**src/design/aetc_pkg.sv**
```systemverilog
`timescale 1ns / 1ps
// ---------------------------------------------------------------------------
// aetc_pkg
// Shared types and constants of the admittance energy tank controller.
// ---------------------------------------------------------------------------
package aetc_pkg;

  localparam int NumAxes        = 6;
  localparam int AxisW          = 3;
  localparam int FracBits       = 16;
  localparam int ForceDeadband  = 196608;
  localparam int TorqueDeadband = 3277;
  localparam int CfgIdxW        = 3;
  localparam int CfgDataW       = 31;
  localparam int ProdW          = 74;

  // register indexes of the configuration port
  typedef enum logic [CfgIdxW-1:0] {
    CFG_DAMP_LIN  = 3'd0,
    CFG_DAMP_ROT  = 3'd1,
    CFG_GAIN_LIN  = 3'd2,
    CFG_GAIN_ROT  = 3'd3,
    CFG_DRAIN     = 3'd4,
    CFG_THRESHOLD = 3'd5,
    CFG_EMAX      = 3'd6,
    CFG_SPAN      = 3'd7
  } cfg_idx_e;

  // datapath operations, each one multiply and one accumulate step
  typedef enum logic [2:0] {
    OP_PIN, OP_POUT, OP_DAMP, OP_GAIN, OP_DRAIN, OP_RATIO, OP_HELD
  } op_e;

  typedef enum logic [1:0] {
    ST_IDLE, ST_MUL, ST_ACC, ST_FIN
  } state_e;

  typedef struct packed {
    op_e              op;
    logic [AxisW-1:0] axis;
    logic             load_in;
    logic             mul_en;
    logic             acc_en;
    logic             load_out;
  } cmd_t;

endpackage

```
**src/design/aetc_ctrl.sv**
```systemverilog
`timescale 1ns / 1ps
// ---------------------------------------------------------------------------
// aetc_ctrl
// Sequencer: walks the per-axis operations, the tank update and the held
// force update, and runs the input and output handshakes.
// ---------------------------------------------------------------------------
module aetc_ctrl (
  input  logic            clk_i,
  input  logic            rst_ni,
  input  logic            in_valid_i,
  output logic            in_stall_o,
  output logic            out_valid_o,
  input  logic            out_stall_i,
  output aetc_pkg::cmd_t  cmd_o
);

  aetc_pkg::state_e state_q, state_d;
  aetc_pkg::op_e    op_q, op_d;
  logic [aetc_pkg::AxisW-1:0] axis_q, axis_d;
  logic out_valid_q, out_valid_d;
  localparam logic [aetc_pkg::AxisW-1:0] LastAxis = aetc_pkg::AxisW'(aetc_pkg::NumAxes - 1);

  // state registers
  always_ff @(posedge clk_i or negedge rst_ni) begin
    if (!rst_ni) begin
      state_q     <= aetc_pkg::ST_IDLE;
      op_q        <= aetc_pkg::OP_PIN;
      axis_q      <= '0;
      out_valid_q <= 1'b0;
    end else begin
      state_q     <= state_d;
      op_q        <= op_d;
      axis_q      <= axis_d;
      out_valid_q <= out_valid_d;
    end
  end

  // next state and commands
  always_comb begin
    state_d        = state_q;
    op_d           = op_q;
    axis_d         = axis_q;
    out_valid_d    = out_valid_q && out_stall_i;
    cmd_o.op       = op_q;
    cmd_o.axis     = axis_q;
    cmd_o.load_in  = 1'b0;
    cmd_o.mul_en   = 1'b0;
    cmd_o.acc_en   = 1'b0;
    cmd_o.load_out = 1'b0;
    unique case (state_q)
      aetc_pkg::ST_IDLE: begin
        if (in_valid_i) begin
          cmd_o.load_in = 1'b1;
          op_d          = aetc_pkg::OP_PIN;
          axis_d        = '0;
          state_d       = aetc_pkg::ST_MUL;
        end
      end
      aetc_pkg::ST_MUL: begin
        cmd_o.mul_en = 1'b1;
        state_d      = aetc_pkg::ST_ACC;
      end
      aetc_pkg::ST_ACC: begin
        cmd_o.acc_en = 1'b1;
        state_d      = aetc_pkg::ST_MUL;
        unique case (op_q)
          aetc_pkg::OP_PIN:  op_d = aetc_pkg::OP_POUT;
          aetc_pkg::OP_POUT: op_d = aetc_pkg::OP_DAMP;
          aetc_pkg::OP_DAMP: op_d = aetc_pkg::OP_GAIN;
          aetc_pkg::OP_GAIN: begin
            if (axis_q == LastAxis) begin
              op_d = aetc_pkg::OP_DRAIN;
            end else begin
              op_d   = aetc_pkg::OP_PIN;
              axis_d = axis_q + 1'b1;
            end
          end
          aetc_pkg::OP_DRAIN: op_d = aetc_pkg::OP_RATIO;
          aetc_pkg::OP_RATIO: begin
            op_d   = aetc_pkg::OP_HELD;
            axis_d = '0;
          end
          aetc_pkg::OP_HELD: begin
            if (axis_q == LastAxis) begin
              state_d = aetc_pkg::ST_FIN;
            end else begin
              axis_d = axis_q + 1'b1;
            end
          end
          default: state_d = aetc_pkg::ST_IDLE;
        endcase
      end
      aetc_pkg::ST_FIN: begin
        // wait for the output register to free up
        if (!out_valid_q || !out_stall_i) begin
          cmd_o.load_out = 1'b1;
          out_valid_d    = 1'b1;
          state_d        = aetc_pkg::ST_IDLE;
        end
      end
      default: state_d = aetc_pkg::ST_IDLE;
    endcase
  end

  assign in_stall_o  = (state_q != aetc_pkg::ST_IDLE);
  assign out_valid_o = out_valid_q;

endmodule

```
**config.mk**
```make
export PLATFORM = sky130hd
export DESIGN_NAME = aetc_ctrl
export DESIGN_NICKNAME = d
export VERILOG_FILES = /design/src/design/aetc_pkg.sv /design/src/design/aetc_ctrl.sv
export SDC_FILE = /design/constraint.sdc
export NUM_CORES = 1
export LEC_CHECK = 0
export BUFFER_PORTS_ARGS = -buffer_cell sky130_fd_sc_hd__buf_2
export CORE_AREA = 2 2 39 41
export DETAILED_ROUTE_END_ITERATION = 10
export DIE_AREA = 0 0 41 43
export HOLD_SLACK_MARGIN = 0.05
export PLACE_DENSITY = 0.84
export SYNTH_ARGS = -nofsm -noshare
export SYNTH_HDL_FRONTEND = slang
export SYNTH_SLANG_ARGS = --single-unit
```
**constraint.sdc**
```tcl
create_clock -name clk_i -period 1.6 [get_ports clk_i]
set_input_delay 0.16 -clock clk_i [delete_from_list [all_inputs] [get_ports clk_i]]
set_output_delay 0.16 -clock clk_i [all_outputs]
set_load 0.01 [all_outputs]
```
==> impl_metrics.tcl, run 1 <==
set metrics [dict create \
    clock_skew_ns 0.00924 \
    postSynthCellCount 76 \
    hold_slack_ns 0.120 \
    crit_family "flip-flops" \
    power.density_nw_per_um2 1530 \
    dr_total_vias 611 \
    clk_path_buf_depth 2 \
    cp.arrival_ns 1.70 \
    rows 14 \
    finalSetupViolations 0 \
    via_per_inst 5.36 \
    ios 16 \
    cp-start-kind "flip-flop" \
    r2r_start "axis_q[1]$_DFFE_PN0P_" \
    synth_fp_nets 84 \
    path_class "reg2reg" \
    die_area_um2 1760 \
    placed_cell_area_um2 732 \
    wirelength_mm 1.47 \
    yosysSeqAreaShare_pct 36.1 \
    outcome "finished, final reports clean" \
    cap_violations 0 \
    crit_chain "inv_1, ha_1, nand2_1, nand3_1, a21oi_2, mux2_1" \
    synth_area_um2 623 \
    synth_top_area_cell "dfrtp_1" \
    coreArea_um2 1380 \
    fin_area_um2 769 \
    holdCritStartpoint "out_stall_i" \
    synth.most_common_cell "nand2_1" \
    p_total_mw 1.18 \
    area_growth_pct 23.5 \
    fin_nets 107 \
    grt_max_degree 12 \
    cts_resized 0 \
    synth-seq-cells 9 \
    rsz0062_at_grt "false" \
    ys_warn_count 0 \
    clk_pin_slew_ns 0.07 \
    final.period_utilization_pct 96.3 \
    die_width_um 41 \
    r2r_cells 6 \
    p_leak_nw 0.388 \
    multi_input_area_um2 355 \
    ant_nets 0 \
    finalHoldViolCount 0 \
    nFillCells 131 \
    grt_pass1_wl_mm 2.26 \
    drive_gt1_share_pct 27.6 \
    path_buf_inv 1 \
    wl_per_cell_um 12.9 \
    tightest_slew_ns 0.227 \
    seq_area_um2 225 \
    dp_hpwl_mm 1.09 \
    avgSynthCellArea_um2 8.20 \
    max_freq_ghz 0.649 \
    gp_congestion 0.795 \
    hold_class "in2reg" \
    cts_tree "built" \
    reg2reg_to "axis_q[1]$_DFFE_PN0P_" \
    drt_pass1_iterations 4 \
    ir_drop_mv 0.553 \
    drtIter0Drc 16 \
    ff2ff_setup_slack_ns 0.06 \
    root_buffer "clkbuf_4" \
    holdPathEnd "out_valid_o$_DFF_PN0_" \
    critPathSlowestCell "dfrtp_1" \
    endpoint_kind "flip-flop" \
    synth_common_cells "nand2_1 (12), dfrtp_1 (9), nor2_1 (9)" \
    grt_overflow 0 \
    final_util_pct 55.6 \
    clock_latency_ns 0.27 \
    synth_enable_flop_cells 0 \
    ys_types 27 \
    cts_sinks 9 \
    yosysTopAreaCellShare_pct 36.1 \
    n_antenna_cell 0 \
    track_usage_pct 19.7 \
    final.min_clock_period_ns 1.54 \
    slew_headroom_pct 84.9 \
    initial_core_util_pct 45.0 \
    hold_depth 3 \
    numPortBuffers 15 \
    die_h_um 43 \
    synth-main-ff-cell "dfrtp_1" \
    cpPeakStageDelay_ns 0.38 \
    crit_fanout 3 \
    drv_slew 0 \
    tns_ns 0 \
    synthArstFlopShare_pct 100 \
    synth_area_leaders "dfrtp_1 (36%), ha_1 (8.0%), nand2_1 (7.2%)" \
    cts_buffers 3 \
    htree_levels 1 \
    antenna_found_initial 0 \
    drcViolationCount 0 \
    grt_pass1_vias 567 \
    worstPathRequired_ns 1.76 \
]
## area by class of cell
cell class / count / area share [%]
sequential: 9 / 29.3
inverter: 5 / 2.44
timing repair buffer: 21 / 15.9
multi-input combinational: 59 / 46.2
clock buffer: 3 / 2.93
clock inverter: 1 / 0.650
tap: 16 / 2.60
## where the power goes
group,switching (mW),internal [mW],leakage (nW)
combinational,0.354,0.267,0.251
clock,0.0923,0.0925,0.0177
sequential,0.0777,0.295,0.119
## layer usage
metal / vias to the layer above / share of wire (%) / GRT usage, %
met5: - / 0 / 0
met1: 280 / 43 / 22.3
met3: 2 / 6.3 / 6.28
li1: 302 / - / -
met2: 27 / 50 / 29.4
met4: 0 / 0.95 / 14.0
## per-stage QoR
stage                     setup slack, ns  instances
final                              0.0597        114
after floorplan                    0.0547         76
after global routing              0.00141        114
after detailed placement           0.0810        109
after global placement              0.186        109
after CTS                          0.0703        114
## state kept, by name (all words and copies together), names as in the netlist
register	count
op_q	3
state_q	2
out_valid_o	1
axis_q	3
## cells in the final DEF (no fill, tap or decap), drive strengths merged, types with 2 or more instances in the layout
master	instances
buf	20
nand2	12
nor2	9
dfrtp	9
a21oi	6
inv	5
nand3	4
ha	4
nand2b	4
o21ai	3
o22ai	3
clkbuf	3
nor2b	2
nand3b	2
## timing repair
action / in CTS / in global routing
setup buffers: 0 / 0
setup endpoints to repair: 0 / 1
hold endpoints to repair: 9 / 0
hold buffers: 1 / 0
## cell families (layout without fill, tap and decap cells)
kind of cell / after synthesis / count (layout) / synth area share, %
buf+inv: 8 / 30 / 6.83
mux: 1 / 1 / 1.81
xor+xnor: 1 / 1 / 2.61
fa+ha+maj: 4 / 4 / 8.03
compound gates: 17 / 17 / 16.9
simple gates: 36 / 36 / 27.7
flops: 9 / 9 / 36.1
## worst reg2reg max path: stages, from the launching register on
cell     delay (ns)
dfrtp_1        0.38
inv_1          0.07
ha_1           0.20
nand2_1        0.12
nand3_1        0.12
a21oi_2        0.20
mux2_1         0.34
## worst max-delay path by stage
stage	cells past startpoint	slack (ns)	startpoint	end
6_report	6	0.06	axis_q[1]$_DFFE_PN0P_	axis_q[1]$_DFFE_PN0P_
5_1_grt	6	0.001	axis_q[1]$_DFFE_PN0P_	axis_q[1]$_DFFE_PN0P_
4_1_cts	6	0.07	axis_q[1]$_DFFE_PN0P_	axis_q[1]$_DFFE_PN0P_
3_5_place_dp	6	0.08	axis_q[1]$_DFFE_PN0P_	axis_q[1]$_DFFE_PN0P_
3_3_place_gp	6	0.19	axis_q[1]$_DFFE_PN0P_	axis_q[1]$_DFFE_PN0P_
2_1_floorplan	7	0.05	op_q[1]$_DFFE_PN0P_	op_q[0]$_DFFE_PN0P_
Note: power is estimated with default switching activity, not from simulation.
==> inputs of run 2 (changes only) <==
SETUP_SLACK_MARGIN = 0.4   (was not set)
==> impl_metrics.tcl, run 2 (synthesized netlist as in run 1, its figures left out) <==
set metrics [dict create \
    cp-start-kind "flip-flop" \
    via_per_inst 6.22 \
    track_usage_pct 24.6 \
    worstPathRequired_ns 1.75 \
    n_antenna_cell 0 \
    cpPeakStageDelay_ns 0.42 \
    stdcell_count 130 \
    coreArea_um2 1380 \
    max_freq_ghz 0.710 \
    critPathSlowestCell "dfrtp_1" \
    outcome "finished, final reports clean" \
    crit_fanout 9 \
    clk_path_buf_depth 2 \
    numPortBuffers 15 \
    power.density_nw_per_um2 1630 \
    cap_violations 0 \
    gp_congestion 0.820 \
    cts_sinks 9 \
    cp.arrival_ns 1.56 \
    p_leak_nw 0.507 \
    fin_nets 123 \
    die_width_um 41 \
    die_area_um2 1760 \
    root_buffer "clkbuf_4" \
    cts_buffers 3 \
    cts_tree "built" \
    final.min_clock_period_ns 1.41 \
    final_common_cell "buf_4" \
    wl_per_cell_um 18.4 \
    ant_nets 0 \
    finalHoldViolCount 0 \
    grt_pass1_wl_mm 2.88 \
    clock_skew_ns 0.00430 \
    grt_pass1_vias 672 \
    rsz0062_at_grt "true" \
    dr_total_vias 809 \
    antenna_found_initial 0 \
    drv_slew 0 \
    path_class "reg2reg" \
    slew_headroom_pct 83.7 \
    largestRegisters "axis_q x3, op_q x3, state_q x2" \
    drt_pass1_iterations 4 \
    final_cell_mix "buf_4 (14), buf_2 (12), buf_6 (10), nand2_1 (9)" \
    grt_overflow 0 \
    final.period_utilization_pct 88.0 \
    die_h_um 43 \
    tightest_slew_ns 0.245 \
    drtIter0Drc 38 \
    drive_gt1_share_pct 56.1 \
    grt_max_degree 12 \
    dp_hpwl_mm 1.05 \
    hold_class "in2reg" \
    ios 16 \
    wirelength_mm 2.39 \
    dp_cells 108 \
    tns_ns 0 \
    drcViolationCount 0 \
    finalSetupViolations 0 \
    clock_latency_ns 0.26 \
    nFillCells 73 \
    area_growth_pct 69.9 \
    ir_drop_mv 0.772 \
    rows 14 \
    initial_core_util_pct 45.0 \
    crit_chain "buf_4, nand3_1, a21oi_4, mux2_4" \
    htree_levels 1 \
    clk_pin_slew_ns 0.07 \
    endpoint_kind "flip-flop" \
]
[run 2: cell count changes in the layout (fill, tap and decap cells not counted), sizes merged]
cell    change
buf        +16
clkbuf      +1
clkinv      -1
[run 2: repair_timing]
| action | in CTS | in global routing |
|---|---|---|
| hold endpoints to repair | 9 | 0 |
| hold buffers | 1 | 0 |
| gates resized for setup | 24 | 17 |
| setup buffers | 14 | 3 |
| pin swaps | 10 | 7 |
| endpoints found under the setup margin | 11 | 14 |
[run 2: area by class of cell]
cell class / count / area (um^2) / share of cell area (%)
flip-flops and latches: 9 / 228 / 21.5
repair buffers: 37 / 288 / 27.2
multi-input cells: 59 / 473 / 44.7
well taps: 16 / 20.0 / 1.89
clock buffers: 4 / 26.3 / 2.48
inverters: 5 / 23.8 / 2.25
[run 2: worst max-delay path: cells and delay by family, from the launching register on]
kind / cells / cell delay, ns
DFF: 1 / 0.42
muxes: 1 / 0.31
AOI/OAI and AO/OA: 1 / 0.21
buffers and inverters: 1 / 0.20
and+or+nand+nor: 1 / 0.16
[run 2: path summary, 6_finish.rpt]
kind | cells after the start | end | slack, ns | from
max | 4 | axis_q[1]$_DFFE_PN0P_ | 0.19 | op_q[0]$_DFFE_PN0P_
min | 3 | out_valid_o$_DFF_PN0_ | 0.22 | out_stall_i
max reg2reg | 4 | axis_q[1]$_DFFE_PN0P_ | 0.19 | op_q[0]$_DFFE_PN0P_
min reg2reg | 2 | out_valid_o$_DFF_PN0_ | 0.64 | state_q[1]$_DFFE_PN0P_
max in group asynchronous | 2 | state_q[1]$_DFFE_PN0P_ | 1.11 | rst_ni
min in group asynchronous | 2 | op_q[1]$_DFFE_PN0P_ | 0.28 | rst_ni
[run 2: where the power goes]
part	switching, mW	internal, mW
sequential	0.0976	0.298
clock	0.0876	0.0964
combinational	0.580	0.563
total	0.765	0.957
[run 2: per-layer routing]
layer / wire [um] / share of wire (%) / global-route usage, % / up-vias
met5: 0 / 0 / 0 / -
met4: 78 / 3.3 / 10.0 / 0
met3: 195 / 8.2 / 7.85 / 12
met2: 1220 / 51 / 39.4 / 59
met1: 892 / 37 / 28.9 / 399
li1: - / - / - / 339
[run 2: metrics by stage]
stage / worst slack, ns / instance area (um^2) / total power [mW] / util (%) / hold WS, ns
floorplan: 0.161 / 641 / 0.799 / - / -0.136
global placement: 0.162 / 732 / 0.957 / 52.9 / 0.0229
detailed placement: 0.114 / 732 / 0.983 / 52.9 / 0.0267
CTS: 0.236 / 952 / 1.49 / 68.8 / 0.170
global route: 0.150 / 1060 / 1.81 / 76.5 / 0.235
finish: 0.192 / 1060 / 1.72 / 76.5 / 0.223
==> inputs of run 3 (changes only) <==
GPL_TIMING_DRIVEN = 0   (was not set)
==> impl_metrics.tcl, run 3 (synthesized netlist as in run 1, its figures left out) <==
set metrics [dict create \
    fin_ws_ns 0.0670 \
    drcViolationCount 0 \
    finalSetupViolations 0 \
    internal_power_mw 1.06 \
    dp_cells 107 \
    crit_chain "buf_6, ha_4, nor2b_4, nand3b_1, o21ai_1, a211oi_2" \
    ant_nets 0 \
    hold_slack_ns 0.218 \
    path_class "reg2reg" \
    nFillCells 56 \
    cts_buffers 3 \
    n_antenna_cell 0 \
    rows 14 \
    htree_levels 1 \
    power_frac_clock_pct 9.8 \
    crit_fanout 3 \
    worstPathRequired_ns 1.78 \
    power.density_nw_per_um2 1590 \
    area_growth_pct 96.0 \
    ios 16 \
    final_cell_mix "buf_4 (26), buf_6 (14), buf_2 (10), nand2_1 (9)" \
    initial_core_util_pct 45.0 \
    grt_pass1_vias 813 \
    dr_total_vias 897 \
    grt_max_degree 10 \
    path_buf_inv 1 \
    p_leak_nw 0.596 \
    via_per_inst 6.23 \
    cp-start-kind "flip-flop" \
    root_buffer "clkbuf_4" \
    drtIter0Drc 79 \
    max_freq_ghz 0.652 \
    drv_slew 0 \
    die_width_um 41 \
    clock_skew_ns 0.00112 \
    largestRegisters "axis_q x3, op_q x3, state_q x2" \
    numPortBuffers 15 \
    die_area_um2 1760 \
    ir_drop_mv 1.08 \
    cap_violations 0 \
    p_sw_share_pct 45.3 \
    final.period_utilization_pct 95.8 \
    antenna_found_initial 0 \
    seqPwrFrac_pct 21.9 \
    clock_latency_ns 0.27 \
    cpPeakStageDelay_ns 0.41 \
    coreArea_um2 1380 \
    clk_path_buf_depth 2 \
    fin_nets 137 \
    tightest_slew_ns 0.265 \
    wirelength_mm 3.20 \
    rsz0062_at_grt "true" \
    cts_tree "built" \
    critPathSlowestCell "dfrtp_1" \
    cp.arrival_ns 1.71 \
    track_usage_pct 34.1 \
    drive_gt1_share_pct 62.5 \
    outcome "finished, final reports clean" \
    drt_pass1_iterations 7 \
    clk_pin_slew_ns 0.07 \
    grt_overflow 0 \
    dp_slack_ns 0.0458 \
    stdcell_count 144 \
    slew_headroom_pct 82.4 \
    wl_per_cell_um 22.2 \
    crit_family "flip-flops" \
    cts_sinks 9 \
    die_h_um 43 \
    grt_pass1_wl_mm 3.89 \
    gp_congestion 0.762 \
    tns_ns 0 \
    hold_class "in2reg" \
    dp_hpwl_mm 1.13 \
    final.min_clock_period_ns 1.53 \
    endpoint_kind "flip-flop" \
    final_common_cell "buf_4" \
    finalHoldViolCount 0 \
    p_switching_mw 0.878 \
    combPwrFrac_pct 68.3 \
]
-- run 3: repair_timing --
| item | in CTS | in global routing |
|---|---|---|
| resized for setup | 26 | 24 |
| hold buffers | 1 | 0 |
| pin swaps | 11 | 8 |
| setup buffers | 21 | 11 |
| endpoints found under the setup margin | 10 | 13 |
| endpoints found under the hold margin | 9 | 0 |
-- run 3: final timing paths --
kind,slack (ns),cells past startpoint,startpoint,end
min in group asynchronous,0.28,2,rst_ni,op_q[1]$_DFFE_PN0P_
hold / removal,0.22,3,out_stall_i,out_valid_o$_DFF_PN0_
max in group asynchronous,1.11,2,rst_ni,state_q[0]$_DFFE_PN0P_
setup / recovery,0.07,6,op_q[2]$_DFFE_PN0P_,op_q[0]$_DFFE_PN0P_
hold reg to reg,0.66,2,out_valid_o$_DFF_PN0_,out_valid_o$_DFF_PN0_
setup reg to reg,0.07,6,op_q[2]$_DFFE_PN0P_,op_q[0]$_DFFE_PN0P_
-- run 3: metal layers --
layer	track usage, %	vias up	share of wire (%)
li1	-	367	-
met1	35.7	407	35
met2	52.2	100	48
met3	13.1	23	12
met4	24.7	0	5.4
met5	0	-	0
-- run 3: per-stage QoR --
| stage | cell area, um^2 | utilization (%) | power, mW |
|---|---|---|---|
| after floorplan | 641 | - | 0.799 |
| after CTS | 1030 | 74.5 | 1.49 |
| final | 1220 | 88.2 | 1.94 |
| after detailed placement | 736 | 53.2 | 0.993 |
| after global placement | 736 | 53.2 | 0.958 |
| after global routing | 1220 | 88.2 | 2.04 |
-- run 3: power groups by stage --
stage               logic (mW)  clock network, mW  registers (mW)
CTS                      0.912              0.186           0.392
finish                    1.32              0.191           0.425
global placement         0.586                  0           0.372
floorplan                0.414                  0           0.385
global route              1.39              0.206           0.434
detailed placement       0.613                  0           0.381
-- run 3: cell type report --
type / instances / area, um^2 / area share (%)
flip-flops and latches: 9 / 228 / 18.6
inverters: 5 / 26.3 / 2.15
multi-input cells: 59 / 508 / 41.6
repair buffers: 48 / 379 / 31.0
well taps: 16 / 20.0 / 1.64
plain buffers: 3 / 33.8 / 2.77
clock buffers: 4 / 26.3 / 2.15
-- run 3: worst min-delay path: cells and delay by family --
family	cells	cell delay, ns
AND/OR/NAND/NOR	2	0.17
buffers and inverters	1	0.12
